--- src/hw/rtl/bounded_queue_reverse_find_macros.svh ---
// ----------------------------------------------------------------------------
// Bounded queue assertion macros
// Concurrent assertion helpers used by the bounded queue top level.
// ----------------------------------------------------------------------------
`ifndef BOUNDED_QUEUE_REVERSE_FIND_MACROS_SVH
`define BOUNDED_QUEUE_REVERSE_FIND_MACROS_SVH

`ifndef ASSERT_OFF
`define BQRF_ASSERT_IMPLY(label, clk, rst, ante, cons) \
   label: assert property (@(posedge clk) disable iff (rst) (ante) |-> (cons)) \
      else $error("bounded queue assertion failed");
`define BQRF_ASSERT_NEXT(label, clk, rst, ante, cons) \
   label: assert property (@(posedge clk) disable iff (rst) (ante) |=> (cons)) \
      else $error("bounded queue assertion failed");
`else
`define BQRF_ASSERT_IMPLY(label, clk, rst, ante, cons)
`define BQRF_ASSERT_NEXT(label, clk, rst, ante, cons)
`endif

`endif

--- src/hw/rtl/bqrf_pkg.sv ---
// ----------------------------------------------------------------------------
// Bounded queue package
// Shared constants, codes and controller to datapath types.
// ----------------------------------------------------------------------------
package bqrf_pkg;

   localparam int DEPTH_DEFAULT = 128;
   localparam int VALUE_W       = 32;
   localparam int FIELD_W       = 8;

   typedef enum logic [1:0] {
      FUNC_PUSH    = 2'd0,
      FUNC_POP     = 2'd1,
      FUNC_REVERSE = 2'd2,
      FUNC_FIND    = 2'd3
   } func_type;

   localparam logic [1:0] STATUS_OK    = 2'd0;
   localparam logic [1:0] STATUS_FULL  = 2'd1;
   localparam logic [1:0] STATUS_EMPTY = 2'd2;

   typedef enum logic [1:0] {
      ST_IDLE,
      ST_POP,
      ST_SCAN,
      ST_FIND_DONE
   } state_type;

   typedef enum logic [1:0] {
      RSP_NOW,
      RSP_POP,
      RSP_FIND
   } rsp_sel_type;

   typedef struct packed {
      logic        accept;
      logic        find_start;
      logic        scan_step;
      logic        find_end;
      logic        load_rsp;
      rsp_sel_type rsp_sel;
   } dp_cmd_type;

   typedef struct packed {
      logic empty;
      logic match;
      logic last;
   } dp_status_type;

endpackage

--- src/hw/rtl/bqrf_ctrl.sv ---
// ----------------------------------------------------------------------------
// Bounded queue controller
// Sequences one request word at a time and owns the result valid flag.
// ----------------------------------------------------------------------------
module bqrf_ctrl (
   input  logic                     clock,
   input  logic                     reset,
   input  logic                     req_valid,
   input  logic [1:0]               req_func,
   output logic                     req_stall,
   output logic                     rsp_valid,
   input  logic                     rsp_stall,
   input  bqrf_pkg::dp_status_type  dp_status,
   output bqrf_pkg::dp_cmd_type     dp_cmd
);
   import bqrf_pkg::*;

   state_type state_ff;
   state_type state_in;
   logic      rsp_valid_ff;
   logic      rsp_valid_in;
   logic      out_free;
   logic      accept;
   func_type  func;

   assign func      = func_type'(req_func);
   assign out_free  = !rsp_valid_ff || !rsp_stall;
   assign req_stall = !((state_ff == ST_IDLE) && out_free);
   assign accept    = req_valid && !req_stall;
   assign rsp_valid = rsp_valid_ff;

   always_comb begin
      state_in = state_ff;
      unique case (state_ff)
         ST_IDLE: begin
            if (accept) begin
               priority if (func == FUNC_POP && !dp_status.empty) begin
                  state_in = ST_POP;
               end else if (func == FUNC_FIND && !dp_status.empty) begin
                  state_in = ST_SCAN;
               end else begin
                  state_in = ST_IDLE;
               end
            end
         end
         ST_POP: begin
            if (out_free) begin
               state_in = ST_IDLE;
            end
         end
         ST_SCAN: begin
            if (dp_status.match || dp_status.last) begin
               state_in = ST_FIND_DONE;
            end
         end
         ST_FIND_DONE: begin
            if (out_free) begin
               state_in = ST_IDLE;
            end
         end
      endcase
   end

   always_comb begin
      dp_cmd = '0;
      unique case (state_ff)
         ST_IDLE: begin
            dp_cmd.accept = accept;
            if (accept) begin
               priority if (func == FUNC_POP && !dp_status.empty) begin
                  dp_cmd.load_rsp = 1'b0;
               end else if (func == FUNC_FIND && !dp_status.empty) begin
                  dp_cmd.find_start = 1'b1;
               end else begin
                  dp_cmd.load_rsp = 1'b1;
                  dp_cmd.rsp_sel  = RSP_NOW;
               end
            end
         end
         ST_POP: begin
            dp_cmd.load_rsp = out_free;
            dp_cmd.rsp_sel  = RSP_POP;
         end
         ST_SCAN: begin
            if (dp_status.match || dp_status.last) begin
               dp_cmd.find_end = 1'b1;
            end else begin
               dp_cmd.scan_step = 1'b1;
            end
         end
         ST_FIND_DONE: begin
            dp_cmd.load_rsp = out_free;
            dp_cmd.rsp_sel  = RSP_FIND;
         end
      endcase
   end

   assign rsp_valid_in = dp_cmd.load_rsp || (rsp_valid_ff && rsp_stall);

   always_ff @(posedge clock) begin
      if (reset) begin
         state_ff     <= ST_IDLE;
         rsp_valid_ff <= 1'b0;
      end else begin
         state_ff     <= state_in;
         rsp_valid_ff <= rsp_valid_in;
      end
   end

endmodule

--- config.mk ---
export PLATFORM = sky130hd
export DESIGN_NAME = bqrf_ctrl
export DESIGN_NICKNAME = d
export VERILOG_FILES = /design/src/hw/rtl/bounded_queue_reverse_find_macros.svh /design/src/hw/rtl/bqrf_pkg.sv /design/src/hw/rtl/bqrf_ctrl.sv
export SDC_FILE = /design/constraint.sdc
export NUM_CORES = 1
export LEC_CHECK = 0
export ABC_AREA = 1
export BUFFER_PORTS_ARGS = -buffer_cell sky130_fd_sc_hd__clkbuf_2
export CAP_MARGIN = 30
export CELL_PAD_IN_SITES_DETAIL_PLACEMENT = 2
export CELL_PAD_IN_SITES_GLOBAL_PLACEMENT = 2
export CORE_MARGIN = 2
export CORE_UTILIZATION = 17
export CTS_CLUSTER_SIZE = 16
export DETAILED_ROUTE_END_ITERATION = 8
export GPL_TIMING_DRIVEN = 0
export PLACE_DENSITY = 0.85
export SYNTH_ARGS = -nofsm -noshare
export SYNTH_HDL_FRONTEND = slang
export SYNTH_SLANG_ARGS = --single-unit
export TNS_END_PERCENT = 1
--- constraint.sdc ---
create_clock -name clock -period 2.1 [get_ports clock]
set_input_delay 0.42 -clock clock [delete_from_list [all_inputs] [get_ports clock]]
set_output_delay 0.42 -clock clock [all_outputs]
set_load 0.01 [all_outputs]
* After elaboration in Yosys (flattened, before gate mapping)
Index checks and enable logic that the tools add are counted.
Widths: inputs -> output; s select.
** Word-level totals
- Register bits after elaboration :: 3
- Input bits :: 9
- Word-level logic and storage cells :: 43
** Cells by class
- Eq/ne operators :: 8
- Muxes and demuxes :: 18
- Reductions and logical operators :: 15
** Operator list (number)
- $mux 2 :: 8
- $pmux 3 s3 :: 1
- $eq 2x2->1 const B :: 3
- $mux 1 :: 6
- $mux 3 :: 2
- $pmux 2 s3 :: 1
- $logic_and 1x1->1 :: 5
- $eq 2x1->1 const B :: 2
- $logic_not 1->1 :: 4
- $ne 2x2->1 const B :: 2
- $logic_or 1x1->1 :: 3
- $reduce_and 3->1 :: 1
- $logic_not 2->1 :: 1
- $ne 2x1->1 const B :: 1
- $reduce_or 2->1 :: 1

* Depth between registers and ports, before layout
Gate-level depths: netlist (run 1).
- Word-level depth :: 7
- Depth in mapped cells :: 8

* Worst setup path before layout (run 1)
No wires, ideal clock.
- Path kind :: input-to-output
- Start point :: in rsp_stall
- End point :: out dp_cmd[2] (netlist name)
- Arrival :: 0.939 ns
- Setup slack :: 0.741 ns
- Cell stages on the path :: 5
- Cell sequence :: nand2_1 -> nand3_2 -> inv_2 -> nand2_1 -> o21ai_0
** RTL lines
- from (decl) :: line bqrf_ctrl.sv:12 : input logic rsp_stall,
- to (decl) :: line bqrf_ctrl.sv:14 : output bqrf_pkg::dp_cmd_type dp_cmd

==> run summary, run 1 <==
• **max-cap violation count** 0
• **fraction of registers with async set/reset** 0
• **Net Count, Synth** 60
• **Cell Rows** 14
• **Final Hold Slack** 0.4455 ns
• **Die Y-Extent** 43.60 µm
• **Remaining Overflow, GRT** 0
• **later-pin clock latency in the skew report** 0.24 ns
• **data arrival time at the worst-slack endpoint** 1.30 ns
• **global routing usage summed across all routing layers** 0.1122
• **synthesized netlist cell count** 51
• **Final Routed Wirelength** 902 µm
• **Post-Route Skew** 0.002853 ns
• **maximum clock frequency** 0.5803 GHz
• **clock input transition at the sequential cells of the worst setup and hold paths** 0.04 ns
• **critical path start-end classification** flop to output port
• **first-pass GRT wire length** 1573 µm
• **Clock Tree Buf Depth** 2
• **Vias per Instance** 4.170
• **number of nets in the layout** 82
• **average wire per standard cell** 10.25 µm
• **post-route cell area** 397.9 µm²
• **number of search-and-repair iterations in the first detailed-routing pass** 4
• **Synth warnings** 0
• **post-synth design cell area** 266.5 µm²
• **Num CTS Buffers** 3
• **floorplan die area** 1901 µm²
• **worst voltage drop across the vdd grid** 0.2715 mV
• **routed vias** 367
• **mean area per synthesized cell** 5.226 µm²
• **root cell of the clock tree** sky130_fd_sc_hd__clkbuf_4
• **count of unique library cells instantiated by Yosys** 12
• **estimated wirelength of the detail-placed design** 798.8 µm
• **effective utilization at floorplan** 0.1790
• **vias in the first global route** 390
• **r2r startpoint** state_ff[1]
• **count of unresolved DRC violations after routing** 0
• **path category of the worst min-delay check** primary input to flop
• **PnR worst setup slack** 0.3768 ns
• **run status** finished clean
• **Register-to-Register Setup Slack** 0.98 ns
• **unrepaired setup endpoints after global routing** false
• **startpoint of the tightest hold check path** reset
• **cell accounting for the most synthesized area** sky130_fd_sc_hd__dfxtp_1
• **Worst-Margin Slew** 0.2474 ns
• **routability-driven placement congestion ratio** 0.7567
• **growth of design area from synthesis to finish** 49.30%
• **share of cells above drive strength 1** 0.3889
• **horizontal extent of the die** 43.60 µm
• **antenna viol nets, final** 0
• **Worst setup startpoint** state_ff[1]
• **worst endpoint required time** 1.68 ns
• **normalized max-slew margin** 0.8348
• **# H-tree levels** 1
• **EDFF count, synth** 0
• **Slew Limit Fails** 0
• **number of port buffers** 17
• **number of storage elements in the synthesis netlist** 3
• **leading post-synthesis cells by instance count** sky130_fd_sc_hd__nand2_1 (12), sky130_fd_sc_hd__inv_1 (10), sky130_fd_sc_hd__nor2_1 (10), sky130_fd_sc_hd__nand3_1 (4)
• **count of clock tree sinks** 3
• **final setup violation count** 0
• **Fin. Hold Viols** 0
• **TritonCTS clock tree** yes
• **minimum setup slack after placement** 0.4923 ns
• **total setup buffers inserted after CTS** 0
• **Core Box Area** 1489 µm²
• **cell with the most instances after synthesis** sky130_fd_sc_hd__nand2_1
• **IO Count** 18
• **crit start category** flop
• **cell area reported after detailed placement** 371.6 µm²
• **Pwr per Cell Area** 1311 nW/µm²
• **register area share after synthesis** 0.2254
• **share of the synthesized area in the top cell type** 0.2254
• **endpoint class of the critical path** output port
• **share of the clock period used by the worst path after layout** 0.8206
• **leakage power** 0.2687 nW
• **most frequently used flop master after synthesis** sky130_fd_sc_hd__dfxtp_1
• **Hold Buf Count CTS** 0
• **min Tclk post-route** 1.723 ns
• **biggest fanout along the worst timing path** 6
• **Setup TNS Final** 0 ns
• **diode insertion count for antenna repair** 0
• **initial antenna violation count** 0
• **Design Power** 0.5214 mW
• **CTS resizes** 0
• **top cells by area in the synthesized netlist** sky130_fd_sc_hd__dfxtp_1 (23%), sky130_fd_sc_hd__nand2_1 (17%), sky130_fd_sc_hd__inv_1 (14%)
• **largest net degree at the start of global routing** 7
• **iteration-0 DRC count of the detailed router** 4
==> metrics by stage <==
step,utilization,instances
floorplan,-,51
global placement,0.2496,84
detailed placement,0.2496,84
CTS,0.2672,88
global route,0.2672,88
finish,0.2672,88
==> layout by cell type, fill, tap and decap left out <==
master and instances:
sky130_fd_sc_hd__clkbuf_2 17, sky130_fd_sc_hd__nand2_1 12, sky130_fd_sc_hd__nor2_1 10, sky130_fd_sc_hd__inv_1 10, sky130_fd_sc_hd__nand3_1 4, sky130_fd_sc_hd__inv_2 3
sky130_fd_sc_hd__clkbuf_4 3, sky130_fd_sc_hd__dfxtp_1 3, sky130_fd_sc_hd__nor2_2 2, sky130_fd_sc_hd__nand2_2 2, sky130_fd_sc_hd__a21oi_1 2, sky130_fd_sc_hd__nand3_2 1
sky130_fd_sc_hd__o21ai_0 1, sky130_fd_sc_hd__nor3_1 1, sky130_fd_sc_hd__clkbuf_1 1
==> routing by layer <==
layer | track usage | vias to the layer above | wire length (µm)
li1 | - | 190 | -
met2 | 0.1971 | 12 | 470
met3 | 0.02500 | 2 | 46
met1 | 0.1263 | 163 | 365
met5 | 0 | - | 0
met4 | 0.05455 | 0 | 19
==> critical path, cell delays in order, from the launching register on <==
cell,delay (ns)
sky130_fd_sc_hd__dfxtp_1,0.37
sky130_fd_sc_hd__nor2_2,0.21
sky130_fd_sc_hd__nand3_2,0.13
sky130_fd_sc_hd__inv_2,0.07
sky130_fd_sc_hd__nand2_1,0.06
sky130_fd_sc_hd__o21ai_0,0.07
sky130_fd_sc_hd__clkbuf_2,0.15
==> final timing paths <==
check / end / depth (start not counted)
setup / recovery: dp_cmd[2] / 6
hold / removal: state_ff[1] / 4
setup reg to reg: state_ff[1] / 6
hold reg to reg: state_ff[1] / 2
==> cell families after synthesis <==
family	after synthesis	synth area share
and+or+nand+nor	32	0.5352
DFF	3	0.2254
buffers and inverters	13	0.1831
AOI/OAI and AO/OA	3	0.05632
==> state kept, by name, indices dropped and copies added (netlist names) <==
register and flops:
rsp_valid 1, state_ff 2
==> cell type report <==
type,instances,area [µm²]
inverters,13,48.80
fillers,203,1091
well taps,16,20.02
clock buffers,4,26.28
repair buffers,17,85.08
flip-flops and latches,3,60.06
multi-input cells,35,157.7
==> where the power goes <==
part           switching (mW)  internal, mW  leakage, nW
logic                   0.195         0.114        0.229
registers              0.0287        0.0811       0.0248
clock network          0.0313        0.0713       0.0150
total                   0.255         0.266        0.269
Power figures use the tool's default switching activity.
==> inputs of run 2 (changes only) <==
Settings changed: CORE_UTILIZATION 17 to 15, PLACE_DENSITY 0.85 to 0.77.
Clock period 2.1 ns to 1.7 ns, I/O delays scaled along.
==> run summary, run 2 (synthesis results as in run 1) <==
• **number of search-and-repair iterations in the first detailed-routing pass** 4, unchanged
• **data arrival time at the worst-slack endpoint** 1.21 ns, -0.09 ns
• **path category of the worst min-delay check** primary input to flop
• **final setup violation count** 0, unchanged
• **Post-Route Skew** 0.0007259 ns, -0.002127 ns
• **antenna viol nets, final** 0, unchanged
• **global routing usage summed across all routing layers** 0.08997, -0.02228
• **Design Power** 0.6493 mW, +25%
• **vias in the first global route** 363, -6.9%
• **floorplan die area** 2130 µm², +12%
• **leakage power** 0.2707 nW, +0.76%
• **biggest fanout along the worst timing path** 4, -2
• **number of flip-flops in the largest register** 2, unchanged
• **crit start category** flop
• **Num CTS Buffers** 3, unchanged
• **Final Hold Slack** 0.3865 ns, -0.05902 ns
• **min Tclk post-route** 1.554 ns
• **# H-tree levels** 1, unchanged
• **Cell Rows** 15, +1
• **total setup buffers inserted after CTS** 0, unchanged
• **R2R depth** 7, +1
• **run status** finished clean
• **max-cap violation count** 0, unchanged
• **IO Count** 18, unchanged
• **routed vias** 379, +3.3%
• **Slew Limit Fails** 0, unchanged
• **portion of total power attributed to the clock network** 0.187, -0.010
• **average wire per standard cell** 9.708 µm, -5.3%
• **Clock Tree Buf Depth** 2, unchanged
• **diode insertion count for antenna repair** 0, unchanged
• **maximum clock frequency** 0.6436 GHz
• **PnR worst setup slack** 0.1461 ns, -0.2306 ns
• **later-pin clock latency in the skew report** 0.23 ns, about the same
• **count of unresolved DRC violations after routing** 0, unchanged
• **Hold Buf Count CTS** 0, unchanged
• **hold depth** 4, unchanged
• **commonest non-fill, non-tap cell in the layout** sky130_fd_sc_hd__clkbuf_2
• **iteration-0 DRC count of the detailed router** 2, -2
• **growth of design area from synthesis to finish** 52.11%
• **number of port buffers** 17, unchanged
• **r2r startpoint** state_ff[0]
• **power spent charging and discharging nets** 0.3125 mW, +22%
• **routability-driven placement congestion ratio** 0.7220, -4.6%
• **startpoint of the tightest hold check path** reset
• **Worst setup startpoint** state_ff[0]
• **largest net degree at the start of global routing** 7, unchanged
• **Pwr per Cell Area** 1602 nW/µm², +22%
• **Worst-Margin Slew** 0.2095 ns, -0.03794 ns
• **DP Cell Count** 85, +1.2%
• **worst endpoint required time** 1.36 ns, -0.32 ns
• **leading cell types in the layout, fill and taps excluded** sky130_fd_sc_hd__clkbuf_2 (17), sky130_fd_sc_hd__nand2_1 (12), sky130_fd_sc_hd__nor2_1 (10), sky130_fd_sc_hd__inv_1 (10), sky130_fd_sc_hd__nand3_1 (4)
• **share of the clock period used by the worst path after layout** 0.9140
• **Final Routed Wirelength** 864 µm, -4.2%
• **endpoint class of the critical path** output port
• **Remaining Overflow, GRT** 0, unchanged
• **horizontal extent of the die** 46.15 µm, +5.9%
• **proportion of power drawn by combinational gates** 0.589, -0.004
• **Switching Share** 0.4812, -0.008577
• **Register-to-Register Setup Slack** 0.59 ns, -0.39 ns
• **minimum setup slack after placement** 0.2508 ns, -0.2415 ns
• **number of non-filler instances in the completed layout** 89, +1.1%
• **Die Y-Extent** 46.15 µm, +5.9%
• **normalized max-slew margin** 0.8600, +0.02518
• **estimated wirelength of the detail-placed design** 764.3 µm, -4.3%
• **root cell of the clock tree** sky130_fd_sc_hd__clkbuf_4
• **initial antenna violation count** 0, unchanged
• **internal power summed over all cells** 0.3368 mW, +27%
• **share of cells above drive strength 1** 0.4028, +0.01389
• **clock input transition at the sequential cells of the worst setup and hold paths** 0.04 ns, about the same
• **effective utilization at floorplan** 0.1578, -0.02121
• **worst voltage drop across the vdd grid** 0.2722 mV, +0.23%
• **register ranked first by flip-flop count** state_ff
• **Fin. Hold Viols** 0, unchanged
• **first-pass GRT wire length** 1414 µm, -10%
• **TritonCTS clock tree** yes
• **CTS resizes** 0, unchanged
• **Vias per Instance** 4.258, +2.1%
• **sequential group share of total power** 0.224, +0.013
• **count of clock tree sinks** 3, unchanged
• **number of nets in the layout** 82, unchanged
• **Setup TNS Final** 0 ns, unchanged
• **Core Box Area** 1689 µm², +13%
• **critical path start-end classification** flop to output port
• **unrepaired setup endpoints after global routing** false
## run 2: cell counts in the layout (fill, tap and decap cells not counted)
No cell type changed its count.
## run 2: layout make-up
| cell class | count | area, µm² |
|---|---|---|
| repair buffers | 17 | 85.08 |
| fillers | 221 | 1284 |
| clock buffers | 4 | 26.28 |
| flip-flops and latches | 3 | 61.31 |
| multi-input cells | 35 | 162.7 |
| inverters | 13 | 48.80 |
| well taps | 17 | 21.27 |
## run 2: power by group through the flow
stage	clock network [mW]	registers [mW]	logic, mW
after CTS	0.127	0.137	0.385
after floorplan	0	0.134	0.248
after global routing	0.133	0.152	0.438
after detailed placement	0	0.138	0.381
final	0.122	0.145	0.382
after global placement	0	0.138	0.372
## run 2: metrics by stage
stage	util	cell area, µm²
after CTS	0.2363	399.1
after floorplan	-	266.5
final	0.2400	405.4
after detailed placement	0.2207	372.9
after global routing	0.2400	405.4
after global placement	0.2207	372.9
## run 2: per-layer routing
layer | wire, µm | track usage | up-vias
met5 | 0 | 0 | -
met4 | 0 | 0.03429 | 0
met3 | 42 | 0.01569 | 0
met2 | 453 | 0.1500 | 12
met1 | 368 | 0.1137 | 174
li1 | - | - | 193
## run 2: worst max-delay path, stage by stage, from the launching register on
cell and delay (ns):
sky130_fd_sc_hd__dfxtp_1 0.35, sky130_fd_sc_hd__nor2_4 0.17, sky130_fd_sc_hd__nand3_2 0.11, sky130_fd_sc_hd__inv_2 0.07, sky130_fd_sc_hd__nand2_1 0.06, sky130_fd_sc_hd__o21ai_0 0.07, sky130_fd_sc_hd__clkbuf_2 0.16
## run 2: final timing paths
check                                    to
worst min register to register  state_ff[1]
worst min-delay path              rsp_valid
worst max-delay path              dp_cmd[2]
worst max register to register  state_ff[1]
==> inputs of run 3 (changes only) <==
Settings changed: GPL_TIMING_DRIVEN 0 to default.
==> run summary, run 3 (synthesis results as in run 1) <==
• **run status** finished clean
• **Critical Path, Cell by Cell** nor2_4, nand3_2, inv_2, nand2_1, o21ai_0, clkbuf_2
• **Setup TNS Final** 0 ns, unchanged
• **Core Box Area** 1689 µm², unchanged
• **later-pin clock latency in the skew report** 0.23 ns, about the same
• **path category of the worst min-delay check** primary input to flop
• **vias in the first global route** 374, +3.0%
• **Hold Buf Count CTS** 0, unchanged
• **r2r startpoint** state_ff[1]
• **root cell of the clock tree** sky130_fd_sc_hd__clkbuf_4
• **final core utilization** 0.2526, +0.01259
• **routed vias** 387, +2.1%
• **antenna viol nets, final** 0, unchanged
• **routability-driven placement congestion ratio** 0.7494, +3.8%
• **Worst-Margin Slew** 0.2886 ns, +0.07910 ns
• **floorplan die area** 2130 µm², unchanged
• **Final Routed Wirelength** 997 µm, +15%
• **Register-to-Register Setup Slack** 0.55 ns, -0.04 ns
• **share of cells above drive strength 1** 0.4133, +0.01056
• **hold depth** 4, unchanged
• **Clock Tree Buf Depth** 2, unchanged
• **Fin. Hold Viols** 0, unchanged
• **crit start category** flop
• **data arrival time at the worst-slack endpoint** 1.25 ns, +0.04 ns
• **final setup violation count** 0, unchanged
• **Slew Limit Fails** 0, unchanged
• **sequential group share of total power** 0.200, -0.024
• **Vias per Instance** 4.207, -1.2%
• **leakage power** 0.2842 nW, +5.0%
• **Switching Share** 0.4629, -0.01839
• **number of search-and-repair iterations in the first detailed-routing pass** 4, unchanged
• **Cell Rows** 15, unchanged
• **Remaining Overflow, GRT** 0, unchanged
• **commonest non-fill, non-tap cell in the layout** sky130_fd_sc_hd__clkbuf_2
• **min Tclk post-route** 1.587 ns, +0.03295 ns
• **leading cell types in the layout, fill and taps excluded** sky130_fd_sc_hd__clkbuf_2 (17), sky130_fd_sc_hd__nand2_1 (12), sky130_fd_sc_hd__nor2_1 (10), sky130_fd_sc_hd__inv_1 (10), sky130_fd_sc_hd__nand3_1 (4)
• **estimated wirelength of the detail-placed design** 816.1 µm, +6.8%
• **portion of total power attributed to the clock network** 0.170, -0.017
• **proportion of power drawn by combinational gates** 0.630, +0.041
• **first-pass GRT wire length** 1518 µm, +7.4%
• **share of the clock period used by the worst path after layout** 0.9334, +0.01938
• **IO Count** 18, unchanged
• **number of nets in the layout** 85, +3.7%
• **Die Y-Extent** 46.15 µm, unchanged
• **global routing usage summed across all routing layers** 0.09857, +0.008601
• **maximum clock frequency** 0.6302 GHz, -2.1%
• **Post-Route Skew** 0.002532 ns, +0.001807 ns
• **register ranked first by flip-flop count** state_ff
• **average wire per standard cell** 10.84 µm, +12%
• **number of port buffers** 17, unchanged
• **startpoint of the tightest hold check path** reset
• **max-cap violation count** 0, unchanged
• **# H-tree levels** 1, unchanged
• **growth of design area from synthesis to finish** 60.09%
• **normalized max-slew margin** 0.8074, -0.05266
• **count of unresolved DRC violations after routing** 0, unchanged
• **R2R depth** 7, unchanged
• **met2 global-route usage** 0.1694, +0.01944
• **standard cell with the maximum stage delay on the critical path** sky130_fd_sc_hd__dfxtp_1
• **cell area reported after detailed placement** 372.9 µm², unchanged
• **diode insertion count for antenna repair** 0, unchanged
• **initial antenna violation count** 0, unchanged
• **iteration-0 DRC count of the detailed router** 2, unchanged
• **worst hold endpoint** state_ff[1]
• **unrepaired setup endpoints after global routing** false
• **capturing point of the worst reg2reg path** state_ff[1]
• **endpoint class of the critical path** output port
• **post-route cell area** 426.7 µm², +5.2%
• **worst endpoint required time** 1.36 ns, about the same
• **horizontal extent of the die** 46.15 µm, unchanged
• **largest net degree at the start of global routing** 7, unchanged
• **number of flip-flops in the largest register** 2, unchanged
• **delay of the slowest cell on the worst path** 0.38 ns, +0.03 ns
• **biggest fanout along the worst timing path** 6, +2
• **effective utilization at floorplan** 0.1578, unchanged
• **Pwr per Cell Area** 1692 nW/µm², +5.6%
• **internal power summed over all cells** 0.3878 mW, +15%
• **clock input transition at the sequential cells of the worst setup and hold paths** 0.04 ns, about the same
• **Num CTS Buffers** 3, unchanged
• **Global Route met3 Usage** 0.02353, +0.007843
• **critical path start-end classification** flop to output port
• **met1 track utilization from global routing** 0.1247, +0.01102
• **GRT busiest layer** met2
• **worst voltage drop across the vdd grid** 0.3808 mV, +40%
• **power spent charging and discharging nets** 0.3342 mW, +6.9%
• **TritonCTS clock tree** yes
• **count of clock tree sinks** 3, unchanged
• **total of fill cells in the finished design** 228, +3.2%
==> run 3: per-stage QoR <==
stage / power [mW] / hold slack, ns / instances / setup WS [ns]
2_1_floorplan: 0.3819 / 0.5053 / 51 / 0.4684
3_3_place_gp: 0.5097 / 0.5883 / 85 / 0.3048
3_5_place_dp: 0.5262 / 0.5934 / 85 / 0.2290
4_1_cts: 0.6542 / 0.3797 / 89 / 0.02037
5_1_grt: 0.7986 / 0.3981 / 92 / 0.01030
6_report: 0.7219 / 0.3729 / 92 / 0.1132
==> run 3: metal layers <==
| layer | vias to the layer above | part of all wire |
|---|---|---|
| li1 | 198 | - |
| met1 | 177 | 0.41 |
| met2 | 12 | 0.56 |
| met5 | - | 0 |
| met4 | 0 | 0 |
| met3 | 0 | 0.032 |
==> run 3: repair_timing <==
action / CTS / global route
setup buffers: 0 / 3
resized for setup: 0 / 1
endpoints found under the setup margin: 0 / 1
==> run 3: area by class of cell <==
class,instances,area (µm²),area share
multi-input cells,35,162.7,0.3812
repair buffers,20,107.6,0.2522
flip-flops and latches,3,60.06,0.1408
inverters,13,48.80,0.1144
clock buffers,4,26.28,0.06158
well taps,17,21.27,0.04985
==> run 3: worst max path at each step <==
stage	from	end	slack, ns	cells past startpoint
after global routing	state_ff[1]	dp_cmd[2]	0.01	6
after CTS	state_ff[1]	dp_cmd[2]	0.02	6
after floorplan	state_ff[1]	dp_cmd[2]	0.47	5
after detailed placement	rsp_stall	dp_cmd[2]	0.23	7
after global placement	rsp_stall	dp_cmd[2]	0.30	7
final	state_ff[1]	dp_cmd[2]	0.11	6
==> run 3: critical path: cells and delay by family (launching register included) <==
family	cells	cell delay (ns)
compound gates	1	0.08
simple gates	3	0.32
flops	1	0.38
buf+inv	2	0.23
==> run 3: power by group through the flow <==
stage               Combinational [mW]  Sequential (mW)  Clock (mW)
finish                           0.455            0.144       0.123
detailed placement               0.387            0.139           0
global placement                 0.372            0.138           0
floorplan                        0.248            0.134           0
global route                     0.517            0.149       0.132
CTS                              0.391            0.138       0.125
